==> src/hdl/sha256_stream_hasher_assert.svh <==
// Assertion macros for the stream hasher.
`ifndef SHA256_STREAM_HASHER_ASSERT_SVH
`define SHA256_STREAM_HASHER_ASSERT_SVH
`ifndef SYNTHESIS
`define SHS_ASSERT_IMPL(label, clk_s, rst_s, ante, cons) \
    label: assert property (@(posedge clk_s) disable iff (!rst_s) (ante) |-> (cons)) \
        else $error("assertion failed");
`define SHS_ASSERT_NEXT(label, clk_s, rst_s, ante, cons) \
    label: assert property (@(posedge clk_s) disable iff (!rst_s) (ante) |=> (cons)) \
        else $error("assertion failed");
`else
`define SHS_ASSERT_IMPL(label, clk_s, rst_s, ante, cons)
`define SHS_ASSERT_NEXT(label, clk_s, rst_s, ante, cons)
`endif
`endif

==> src/hdl/shs_pkg.sv <==
package shs_pkg;
    localparam int BLOCK_BYTES = 64;
    localparam int LEN_POS     = 56;
    localparam logic [7:0] PAD_BYTE = 8'h80;
    localparam logic [63:0] BITS_PER_BLOCK = 64'd512;

    localparam logic [31:0] ROUND_K [64] = '{
        32'h428a2f98, 32'h71374491, 32'hb5c0fbcf, 32'he9b5dba5,
        32'h3956c25b, 32'h59f111f1, 32'h923f82a4, 32'hab1c5ed5,
        32'hd807aa98, 32'h12835b01, 32'h243185be, 32'h550c7dc3,
        32'h72be5d74, 32'h80deb1fe, 32'h9bdc06a7, 32'hc19bf174,
        32'he49b69c1, 32'hefbe4786, 32'h0fc19dc6, 32'h240ca1cc,
        32'h2de92c6f, 32'h4a7484aa, 32'h5cb0a9dc, 32'h76f988da,
        32'h983e5152, 32'ha831c66d, 32'hb00327c8, 32'hbf597fc7,
        32'hc6e00bf3, 32'hd5a79147, 32'h06ca6351, 32'h14292967,
        32'h27b70a85, 32'h2e1b2138, 32'h4d2c6dfc, 32'h53380d13,
        32'h650a7354, 32'h766a0abb, 32'h81c2c92e, 32'h92722c85,
        32'ha2bfe8a1, 32'ha81a664b, 32'hc24b8b70, 32'hc76c51a3,
        32'hd192e819, 32'hd6990624, 32'hf40e3585, 32'h106aa070,
        32'h19a4c116, 32'h1e376c08, 32'h2748774c, 32'h34b0bcb5,
        32'h391c0cb3, 32'h4ed8aa4a, 32'h5b9cca4f, 32'h682e6ff3,
        32'h748f82ee, 32'h78a5636f, 32'h84c87814, 32'h8cc70208,
        32'h90befffa, 32'ha4506ceb, 32'hbef9a3f7, 32'hc67178f2
    };

    localparam logic [31:0] INIT_HASH [8] = '{
        32'h6a09e667, 32'hbb67ae85, 32'h3c6ef372, 32'ha54ff53a,
        32'h510e527f, 32'h9b05688c, 32'h1f83d9ab, 32'h5be0cd19
    };

    typedef struct packed {
        logic start;
        logic busy;
        logic done;
    } shs_core_ctl_t;

    function automatic logic [31:0] rotr(input logic [31:0] x, input int n);
        rotr = (x >> n) | (x << (32 - n));
    endfunction
endpackage

==> src/hdl/shs_core.sv <==
// Compression engine: one round per cycle. Message words are read from the
// block memory (one 32-bit word per cycle, through a registered read) for rounds 0..15
// and expanded in a 16-word shift window after that.
module shs_core
    import shs_pkg::*;
(
    input  logic              clk,
    input  logic              rst_n,
    input  logic              start,
    input  logic [31:0]       mem_word,
    output logic [3:0]        mem_addr,
    input  logic [255:0]      hash_in,
    output logic [255:0]      hash_out,
    output shs_core_ctl_t     ctl
);
    typedef enum logic [2:0] {
        C_IDLE  = 3'b001,
        C_ROUND = 3'b010,
        C_ADD   = 3'b100
    } core_state_t;

    core_state_t state_reg, state_next;
    logic [6:0]  cnt_reg, cnt_next;
    logic [31:0] v_reg [8];
    logic [31:0] v_next [8];
    logic [31:0] w_reg [16];
    logic [31:0] w_next [16];
    logic [31:0] wt, s0, s1, big0, big1, ch, maj, t1, t2;
    logic [255:0] sum;

    // Prefetch word t+1 while round t runs.
    assign mem_addr = (state_reg == C_IDLE) ? 4'd0 : cnt_next[3:0];

    always_comb
    begin
        s0 = rotr(w_reg[1], 7) ^ rotr(w_reg[1], 18) ^ (w_reg[1] >> 3);
        s1 = rotr(w_reg[14], 17) ^ rotr(w_reg[14], 19) ^ (w_reg[14] >> 10);
        wt = (cnt_reg < 7'd16) ? mem_word : (s1 + w_reg[9] + s0 + w_reg[0]);
        big1 = rotr(v_reg[4], 6) ^ rotr(v_reg[4], 11) ^ rotr(v_reg[4], 25);
        ch   = (v_reg[4] & v_reg[5]) ^ (~v_reg[4] & v_reg[6]);
        big0 = rotr(v_reg[0], 2) ^ rotr(v_reg[0], 13) ^ rotr(v_reg[0], 22);
        maj  = (v_reg[0] & v_reg[1]) ^ (v_reg[0] & v_reg[2]) ^ (v_reg[1] & v_reg[2]);
        t1 = v_reg[7] + big1 + ch + ROUND_K[cnt_reg[5:0]] + wt;
        t2 = big0 + maj;
    end

    always_comb
    begin
        state_next = state_reg;
        cnt_next   = cnt_reg;
        v_next     = v_reg;
        w_next     = w_reg;
        unique case (state_reg)
            C_IDLE:
            begin
                if (start)
                begin
                    state_next = C_ROUND;
                    cnt_next   = 7'd0;
                    for (int i = 0; i < 8; i++)
                    begin
                        v_next[i] = hash_in[255 - 32*i -: 32];
                    end
                end
            end
            C_ROUND:
            begin
                for (int i = 0; i < 15; i++)
                begin
                    w_next[i] = w_reg[i+1];
                end
                w_next[15] = wt;
                v_next[7] = v_reg[6];
                v_next[6] = v_reg[5];
                v_next[5] = v_reg[4];
                v_next[4] = v_reg[3] + t1;
                v_next[3] = v_reg[2];
                v_next[2] = v_reg[1];
                v_next[1] = v_reg[0];
                v_next[0] = t1 + t2;
                cnt_next  = cnt_reg + 7'd1;
                if (cnt_reg == 7'd63)
                begin
                    state_next = C_ADD;
                end
            end
            C_ADD:
            begin
                state_next = C_IDLE;
            end
            default:
            begin
                state_next = C_IDLE;
            end
        endcase
    end

    always_comb
    begin
        for (int i = 0; i < 8; i++)
        begin
            sum[255 - 32*i -: 32] = hash_in[255 - 32*i -: 32] + v_reg[i];
        end
    end
    assign hash_out = sum;

    assign ctl.start = start && (state_reg == C_IDLE);
    assign ctl.busy  = (state_reg != C_IDLE);
    assign ctl.done  = (state_reg == C_ADD);

    always_ff @(posedge clk or negedge rst_n)
    begin
        if (!rst_n)
        begin
            state_reg <= C_IDLE;
            cnt_reg   <= 7'd0;
        end
        else
        begin
            state_reg <= state_next;
            cnt_reg   <= cnt_next;
        end
    end

    always_ff @(posedge clk)
    begin
        v_reg <= v_next;
        w_reg <= w_next;
    end
endmodule

==> src/hdl/sha256_stream_hasher.sv <==
// SHA-256 over a byte stream.
// Input channel (in_valid/in_stall): data_byte, has_byte, end_of_message.
// A byte item is taken and written into a 16-word block memory (one word
// read, one word written per cycle; the read port is registered).
// The 64th byte starts a compression of 64 rounds and a final add step,
// during which in_stall is high. An end-of-message item pads the block in
// a memory sweep up to word 15, compresses once or twice, then emits eight
// result items, word 0 first, on out_valid/out_stall; word_index counts 0..7
// and last_word marks the eighth. Throughput is one byte per cycle between
// blocks. A stalled receiver holds the current word; the input stays stalled
// until the last word is taken. Reset restores the initial hash values, a
// zero fill count and a zero bit count; the block memory needs no clearing.
module sha256_stream_hasher
    import shs_pkg::*;
(
    input  logic        clk,
    input  logic        rst_n,
    input  logic        in_valid,
    output logic        in_stall,
    input  logic [7:0]  data_byte,
    input  logic        has_byte,
    input  logic        end_of_message,
    output logic        out_valid,
    input  logic        out_stall,
    output logic [31:0] digest_word,
    output logic [2:0]  word_index,
    output logic        last_word
);
`include "sha256_stream_hasher_assert.svh"

    typedef enum logic [5:0] {
        S_IN    = 6'b000001,
        S_COMP  = 6'b000010,
        S_PAD   = 6'b000100,
        S_FCOMP = 6'b001000,
        S_WAIT  = 6'b010000,
        S_OUT   = 6'b100000
    } top_state_t;

    top_state_t    state_reg, state_next;
    logic [255:0]  hash_reg, hash_next;
    logic [6:0]    fill_reg, fill_next;
    logic [63:0]   bits_reg, bits_next;
    logic [3:0]    pidx_reg, pidx_next;
    logic          second_reg, second_next;
    logic [2:0]    oidx_reg, oidx_next;

    logic [31:0]   mem [16];
    logic [31:0]   rd_data_reg;
    logic [3:0]    rd_addr;
    logic          we;
    logic [3:0]    wr_addr;
    logic [31:0]   wr_data;
    logic [31:0]   word_reg;

    logic          core_start;
    logic [3:0]    core_addr;
    logic [255:0]  core_out;
    shs_core_ctl_t core_ctl;

    logic          acc;
    logic [5:0]    fpos;
    logic [31:0]   pad_word;
    logic          out_take;

    assign acc      = in_valid && !in_stall;
    assign out_take = out_valid && !out_stall;
    assign in_stall = (state_reg != S_IN);
    assign fpos     = fill_reg[5:0];

    always_ff @(posedge clk)
    begin
        if (we)
        begin
            mem[wr_addr] <= wr_data;
        end
        rd_data_reg <= mem[rd_addr];
    end

    // Byte lanes are assembled in a word register; the full word is written
    // back on every byte so the memory always holds the current block.
    always_comb
    begin
        pad_word = 32'd0;
        for (int b = 0; b < 4; b++)
        begin
            if ({pidx_reg, 2'(b)} < fpos)
            begin
                pad_word[31 - 8*b -: 8] = word_reg[31 - 8*b -: 8];
            end
            else if ({pidx_reg, 2'(b)} == fpos && !second_reg)
            begin
                pad_word[31 - 8*b -: 8] = PAD_BYTE;
            end
        end
        if (pidx_reg == 4'd14 && fill_reg < 7'(LEN_POS))
        begin
            pad_word = bits_reg[63:32];
        end
        if (pidx_reg == 4'd15 && fill_reg < 7'(LEN_POS))
        begin
            pad_word = bits_reg[31:0];
        end
    end

    always_comb
    begin
        state_next  = state_reg;
        hash_next   = hash_reg;
        fill_next   = fill_reg;
        bits_next   = bits_reg;
        pidx_next   = pidx_reg;
        second_next = second_reg;
        oidx_next   = oidx_reg;
        we          = 1'b0;
        wr_addr     = fpos[5:2];
        wr_data     = word_reg;
        core_start  = 1'b0;
        rd_addr     = core_addr;
        unique case (state_reg)
            S_IN:
            begin
                if (acc)
                begin
                    if (has_byte)
                    begin
                        we = 1'b1;
                        wr_data = word_reg;
                        wr_data[31 - 8*fpos[1:0] -: 8] = data_byte;
                        fill_next = fill_reg + 7'd1;
                    end
                    if (has_byte && fill_reg == 7'd63)
                    begin
                        core_start = 1'b1;
                        state_next = S_COMP;
                        second_next = end_of_message;
                    end
                    else if (end_of_message)
                    begin
                        state_next = S_PAD;
                        pidx_next  = fill_next[5:2];
                        bits_next  = bits_reg + {54'd0, fill_next, 3'd0};
                        second_next = 1'b0;
                    end
                end
            end
            S_COMP:
            begin
                if (core_ctl.done)
                begin
                    hash_next = core_out;
                    bits_next = bits_reg + BITS_PER_BLOCK;
                    fill_next = 7'd0;
                    if (second_reg)
                    begin
                        state_next  = S_PAD;
                        pidx_next   = 4'd0;
                        second_next = 1'b0;
                    end
                    else
                    begin
                        state_next = S_IN;
                    end
                end
            end
            S_PAD:
            begin
                // Sweep from the word holding the pad byte (word 0 for an extra length block) to the end.
                we      = 1'b1;
                wr_addr = pidx_reg;
                wr_data = pad_word;
                pidx_next = pidx_reg + 4'd1;
                if (pidx_reg == 4'd15)
                begin
                    state_next = S_WAIT;
                end
            end
            S_WAIT:
            begin
                core_start = 1'b1;
                state_next = S_FCOMP;
            end
            S_FCOMP:
            begin
                if (core_ctl.done)
                begin
                    hash_next = core_out;
                    if (fill_reg >= 7'(LEN_POS))
                    begin
                        // Length did not fit: one more block of zeros and length.
                        fill_next   = 7'd0;
                        second_next = 1'b1;
                        pidx_next   = 4'd0;
                        state_next  = S_PAD;
                    end
                    else
                    begin
                        oidx_next  = 3'd0;
                        state_next = S_OUT;
                    end
                end
            end
            S_OUT:
            begin
                if (out_take)
                begin
                    oidx_next = oidx_reg + 3'd1;
                    if (oidx_reg == 3'd7)
                    begin
                        state_next = S_IN;
                        fill_next  = 7'd0;
                        bits_next  = 64'd0;
                        for (int i = 0; i < 8; i++)
                        begin
                            hash_next[255 - 32*i -: 32] = INIT_HASH[i];
                        end
                    end
                end
            end
            default:
            begin
                state_next = S_IN;
            end
        endcase
    end

    // word_reg caches the partial word being filled.
    always_ff @(posedge clk)
    begin
        if (state_reg == S_IN && acc && has_byte)
        begin
            word_reg <= (fpos[1:0] == 2'd3) ? 32'd0 : wr_data;
        end
        else if (state_reg == S_IN && acc && end_of_message)
        begin
            word_reg <= word_reg;
        end
        else if (state_reg == S_OUT || (state_reg == S_COMP && core_ctl.done))
        begin
            word_reg <= 32'd0;
        end
    end

    always_ff @(posedge clk or negedge rst_n)
    begin
        if (!rst_n)
        begin
            state_reg  <= S_IN;
            fill_reg   <= 7'd0;
            bits_reg   <= 64'd0;
            pidx_reg   <= 4'd0;
            second_reg <= 1'b0;
            oidx_reg   <= 3'd0;
            for (int i = 0; i < 8; i++)
            begin
                hash_reg[255 - 32*i -: 32] <= INIT_HASH[i];
            end
        end
        else
        begin
            state_reg  <= state_next;
            fill_reg   <= fill_next;
            bits_reg   <= bits_next;
            pidx_reg   <= pidx_next;
            second_reg <= second_next;
            oidx_reg   <= oidx_next;
            hash_reg   <= hash_next;
        end
    end

    shs_core u_core (
        .clk      (clk),
        .rst_n    (rst_n),
        .start    (core_start),
        .mem_word (rd_data_reg),
        .mem_addr (core_addr),
        .hash_in  (hash_reg),
        .hash_out (core_out),
        .ctl      (core_ctl)
    );

    assign out_valid   = (state_reg == S_OUT);
    assign digest_word = hash_reg[255 - 32*oidx_reg -: 32];
    assign word_index  = oidx_reg;
    assign last_word   = (oidx_reg == 3'd7);

    `SHS_ASSERT_IMPL(a_no_out_while_input, clk, rst_n, out_valid, in_stall)
    `SHS_ASSERT_IMPL(a_core_only_when_busy, clk, rst_n, core_ctl.busy,
        state_reg == S_COMP || state_reg == S_FCOMP)
    `SHS_ASSERT_NEXT(a_core_starts, clk, rst_n, core_ctl.start, core_ctl.busy)
    `SHS_ASSERT_NEXT(a_last_returns, clk, rst_n, out_take && last_word,
        !out_valid && fill_reg == 7'd0)
    `SHS_ASSERT_IMPL(a_fill_bound, clk, rst_n, state_reg == S_IN, fill_reg < 7'd64)
endmodule
==> config.mk <==
export PLATFORM = sky130hd
export DESIGN_NAME = sha256_stream_hasher
export DESIGN_NICKNAME = d
export VERILOG_FILES = /design/src/hdl/shs_pkg.sv /design/src/hdl/shs_core.sv /design/src/hdl/sha256_stream_hasher.sv
export VERILOG_INCLUDE_DIRS = /design/src /design/src/hdl
export SDC_FILE = /design/constraint.sdc
export NUM_CORES = 2
export LEC_CHECK = 0
export BUFFER_PORTS_ARGS = -buffer_cell sky130_fd_sc_hd__clkbuf_2
export CELL_PAD_IN_SITES_DETAIL_PLACEMENT = 1
export CELL_PAD_IN_SITES_GLOBAL_PLACEMENT = 1
export CORE_MARGIN = 2
export CORE_UTILIZATION = 35
export DETAILED_ROUTE_END_ITERATION = 8
export PLACE_DENSITY_LB_ADDON = 0.3
export SKIP_CTS_REPAIR_TIMING = 1
export SLEW_MARGIN = 20
export SYNTH_ARGS = -nofsm -noshare
export SYNTH_HDL_FRONTEND = slang
export SYNTH_HIERARCHICAL = 1
export SYNTH_SLANG_ARGS = --single-unit
export TNS_END_PERCENT = 5
==> constraint.sdc <==
create_clock -name clk -period 24.5 [get_ports clk]
set_input_delay 2.45 -clock clk [delete_from_list [all_inputs] [get_ports clk]]
set_output_delay 2.45 -clock clk [all_outputs]
set_load 0.1 [all_outputs]
After elaboration in Yosys (flattened, before gate mapping)
Memory sizes are Yosys's and may differ from the RTL's. A register that Yosys moved wholly into a read port is not among the register bits.
Cells that the tools add are included.
{"block": "totals", "output_inout_bits": 38, "ff_bits": 1151, "romBits": 2048, "inputBits": 14, "n_memories": 2, "ramBits": 512}
{"block": "classes", "bitwise": 28, "order_cmp": 8, "addsub": 27, "n_eq_ne": 36, "shift": 3, "n_reduce_logical": 36, "n_mux": 89}
{"name": "(name not given)", "words": 64, "width": 32, "rd": 1, "rd_ports_with_merged_regs": 0, "wr": 0, "line": "shs_core.sv:43", "text": "t1 = v_reg[7] + big1 + ch + ROUND_K[cnt_reg[5:0]] + wt;"}
{"name": "mem", "words": 16, "width": 32, "rd": 1, "rd_ports_with_merged_regs": 1, "wr": 1, "line": "sha256_stream_hasher.sv:48", "text": "logic [31:0] mem [16];"}
{"op": "$mux 256", "count": 4}
{"op": "$pmux 256 s2", "count": 2}
{"op": "$add 32x32->32", "count": 18}
{"op": "$mux 64", "count": 6}
{"op": "$mux 32", "count": 11}
{"op": "$xor 32x32->32", "count": 9}
{"op": "$shiftx 287x33->32", "count": 1}
{"op": "$pmux 64 s3", "count": 1}
{"op": "$and 32x32->32", "count": 5}
{"op": "$mux 7", "count": 10}
{"op": "$add 64x10->64", "count": 1}
{"op": "$add 64x10->64 const B", "count": 1}
{"op": "$mux 8", "count": 8}
{"op": "$pmux 32 s2", "count": 1}
{"op": "$mux 6", "count": 9}
{"op": "$shift 8x34->39 const A", "count": 1}
{"op": "$shiftx 8x34->39", "count": 1}
{"op": "$mux 4", "count": 9}
{"op": "$pmux 6 s6", "count": 1}
{"op": "$neg 32->34", "count": 1}
{"op": "$bwmux 32", "count": 1}
{"op": "$not 32->32", "count": 1}
{"op": "$or 10x32->32", "count": 1}
{"op": "$or 13x32->32", "count": 1}
{"op": "other kinds (58)", "count": 123}

Depth between registers and ports, before layout
{"block": "logic_depth", "word_depth": 10, "ltp_mapped": 49}

Modules after synthesis
Netlist, hierarchy kept.
{"module": "shs_core", "cells_each": 5462, "seq_area_each_um2": 23313.6, "instances": 1, "area_each_um2": 55279.3}
{"module": "sha256_stream_hasher", "cells_each": 3189, "seq_area_each_um2": 25605.8, "instances": 1, "area_each_um2": 41098.2}

Least setup slack after synthesis
Ideal clock, no wire load.
{"block": "synth_timing", "kind": "register to register", "startpoint": "register u_core.state_reg[2]", "endpoint": "register u_core/w_reg[0] (netlist name) (enable)", "path_stages_with_launch": 6, "synth_period_minus_slack_ns": 15.961, "path_buffers": 2, "arrival_ns": 14.884, "slack_ns": 8.539, "setup_time_ns": 1.076, "path_cell_list": "dfrtp_1 > nor2_1 > nand2_1 > inv_1 > clkbuf_1 > clkbuf_1"}
{"block": "synth_via", "elab_chain_len": 1}
{"element": "start, declared", "line": "shs_core.sv:22", "text": "core_state_t state_reg, state_next;"}
{"element": "start signal, assigned", "line": "shs_core.sv:120", "text": "state_reg <= state_next;"}
{"element": "$eq 3x2->1", "line": "shs_core.sv:53", "text": "unique case (state_reg)"}
{"element": "end signal, assigned", "line": "shs_core.sv:128", "text": "w_reg <= w_next;"}
{"element": "end, declared", "line": "shs_core.sv:26", "text": "logic [31:0] w_reg [16];"}
No other way between the ends.
A chain may end at the register's enable or synchronous reset.

==> results by group <==
Routing
  • Avg WL per Cell: roughly 26 um
  • Post-route DRC: 0
  • Number of design-rule violations left by the first detailed-router iteration: 5976
  • Detailed-route via count: approximately 69000
  • Number of iterations in the first detailed-routing pass: 6
  • Routed wire length: ~330 mm
  • Average vias per placed instance: 5.569
  • Count of nets left with antenna violations after detail routing: 0

GRT
  • Antenna violations before repair: 13
  • Global-route wire length before repair: around 480 mm
  • GRT Util Overall: between 20% and 30%
  • Maximum number of pins on one net before global-route repair: 203
  • Number of global-route vias before repair: ~71000
  • Total global routing overflow: 0

Timing
  • Post-route clock period utilization: 47.82%
  • Actual slew at the worst max-slew pin: 1303 ps
  • Clk_skew: around 130 ps
  • Final TNS setup: 0 ps
  • Max-slew headroom: approximately an eighth
  • Maximum clock rate: approximately 0.085 GHz
  • Pins over their slew limit: 0
  • Endpoints failing setup: 0
  • Final Hold Vio Count: 0
  • RSZ-0062 raised after global routing: no
  • Final worst path period need: about 12000 ps

Setup path
  • Reg-to-Reg Start: u_core/w_reg[453]
  • Origin of the worst setup path: u_core/w_reg[453]
  • Highest-delay cell along the critical path: sky130_fd_sc_hd__nor4b_1
  • Worst setup SP type: register
  • Crit path largest cell delay: around 650 ps
  • Arr. time, crit path: 12260 ps
  • Largest fanout on the critical path: 5
  • Req. time, crit path: between 20000 and 30000 ps
  • Most used cell along the critical path: sky130_fd_sc_hd__fa_1
  • Setup crit end kind: register
  • Startpoint-to-endpoint class of the critical path: register to register

Clock tree
  • Clock latency on the worst-skew pair: between 900 and 1000 ps
  • Max H-tree Level: 4
  • Clock tree root driver cell: sky130_fd_sc_hd__clkbuf_16
  • Count of clock tree sinks: 1692
  • Clock-pin slew of the registers on the worst-case setup and hold paths: about 70 ps
  • Number of buffers on the longest clock path: 4
  • CTS tree: built
  • Number of CTS-inserted buffers: about 190

Status
  • Outcome: completed

Synthesis
  • Seq cells post-synth: 1692
  • Multiplexer fraction of the synthesized cell area: 5.950%
  • Share of Yosys cell area claimed by the top area cell type: between 40% and 50%
  • Syn_nets: slightly above 9000
  • Adder-cell share of the synthesized area: 9.755%
  • Area share of and/or/nand/nor cells after synthesis: roughly an eighth
  • Cell types with the largest area share after synthesis: sky130_fd_sc_hd__edfxtp_1 (41%), sky130_fd_sc_hd__nand2_1 (5.6%), sky130_fd_sc_hd__ha_1 (5.5%)
  • Number of flops mapped to enable cells by yosys: between 1000 and 1500
  • YS warnings: 6
  • Post-synthesis average cell area: 11.14 um2
  • Share of synthesized flip-flops with an asynchronous set or reset: 20.57%
  • Share of the synthesized area in compound gates (AO/OA/AOI/OAI): ~13%
  • Post-synthesis cell type with the largest combined area: sky130_fd_sc_hd__edfxtp_1
  • Unique masters post-synth: 117
  • Syn Inst Count: slightly below 9000
  • Most common cell in the synthesized netlist: sky130_fd_sc_hd__nand2_1
  • Post-synthesis instance area: 96380 um2
  • Dominant combinational cell family by area after synthesis: compound AO/OA/AOI/OAI gates
  • Portion of the post-synthesis area used by sequential elements: roughly half
  • Xor/xnor share of the synthesized area: under 10%
  • Top_reg_cell synth: sky130_fd_sc_hd__edfxtp_1
  • Leading cell types by count after synthesis: sky130_fd_sc_hd__nand2_1 (1440), sky130_fd_sc_hd__edfxtp_1 (1312), sky130_fd_sc_hd__nor2_1 (521), sky130_fd_sc_hd__inv_1 (498), sky130_fd_sc_hd__o21ai_0 (442)

Floorplanning
  • Die extent in y: between 500 and 600 um
  • Number of core rows: 192
  • Floorplan die area: ~280000 um2
  • Core Region: roughly 270000 um2
  • Die Span X: approximately 530 um
  • Initial Utilization: between 30% and 40%
  • I/O pin cnt: 52

Placed design
  • Port Buf Inserts: 51
  • Final HPWL DP: ~230 mm
  • Routability congestion estimate from global placement: ~0.94
  • Area post-placement: roughly 100000 um2

Cells and area
  • Number of fill cells: 29610
  • Cell area after layout: roughly 110000 um2
  • Area added between synthesis and finish: 10.83%
  • Final Net Count: just over 9000
  • Proportion of layout cells with a drive suffix above 1: roughly 11%

Job
  • Maxcap violations: 0

Hold path
  • Path category of the worst min-delay check: register to register
  • Hold path startpoint: u_core/w_reg[135]
-- final timing paths --
check | end | slack, ps | cells after the start
setup / recovery | u_core/v_reg[255] | 12780 | 39
max in group asynchronous | hash_reg[85] | 21310 | 2
hold / removal | u_core/w_reg[167] | 360 | 0
min in group asynchronous | bits_reg[50] | 1640 | 1
setup reg to reg | u_core/v_reg[255] | 12780 | 39
hold reg to reg | u_core/w_reg[167] | 360 | 0
-- layout make-up --
| class | count | area [um2] | area share (%) |
|---|---|---|---|
| diodes | 3 | 7.507 | 0.007028 |
| flip-flops and latches | 1692 | 48930 | 45.81 |
| clock buffers | 253 | 5269 | 4.933 |
| repair buffers | 162 | 1144 | 1.071 |
| clock inverters | 97 | 1023 | 0.9582 |
| inverters | 501 | 1901 | 1.779 |
| well taps | 3589 | 4491 | 4.204 |
| multi-input cells | 6046 | 44050 | 41.24 |
-- layer usage --
metal	wire length [um]	GRT usage, %
met1	148800	33.19
met2	149800	36.56
met3	19430	3.508
met4	8729	6.017
met5	27	0
-- worst max-delay path: cells and delay by family, from the launching register on --
family                     cells  cell delay, ps
buffers and inverters          2             140
and+or+nand+nor                8            1700
AOI/OAI and AO/OA             13            3460
DFF                            1             480
muxes                          1             590
adders and majority gates      9            3850
xor gates and xnor gates       6            1120
-- cells by family (layout without fill, tap and decap cells) --
family	after synthesis	after routing
adders and majority gates	637	637
DFF	1692	1692
buffers and inverters	913	1013
and+or+nand+nor	2626	2626
muxes	283	283
other	0	3
AOI/OAI and AO/OA	1913	1913
xor gates and xnor gates	587	587
-- metrics by stage --
| step | cells | utilization (%) | worst slack (ps) | hold slack [ps] |
|---|---|---|---|---|
| floorplan | 8651 | - | 8539 | 400.3 |
| global placement | 11990 | 36.69 | 13070 | 400.4 |
| detailed placement | 11990 | 36.70 | 13050 | 405.1 |
| CTS | 12340 | 38.99 | 12890 | 358.5 |
| global route | 12340 | 39.00 | 12130 | 384.0 |
| finish | 12340 | 39.00 | 12780 | 357.5 |
-- cells in the final DEF (no fill, tap or decap), drive strengths merged, types with 20 or more instances in the layout --
master,instances
a21oi,419
o21ai,659
o211ai,34
inv,506
nor3,109
nor4,23
edfxtp,1312
nand3,122
clkinv,63
clkbuf,303
o21bai,40
fa,197
o31ai,68
a211oi,61
and3,53
a221oi,20
mux2,36
a22oi,31
nor2b,63
and2,65
xnor2,394
dfrtp,210
mux4,228
dfstp,138
or3,28
ha,421
and4,21
a21o,219
nand2,1440
buf,112
o21a,60
nand2b,62
a31oi,56
nor2,522
nand4,70
dfxtp,32
xor2,191
Power is not shown: default switching activity piles up to over one toggle a cycle in this logic, so the estimate is an artifact.
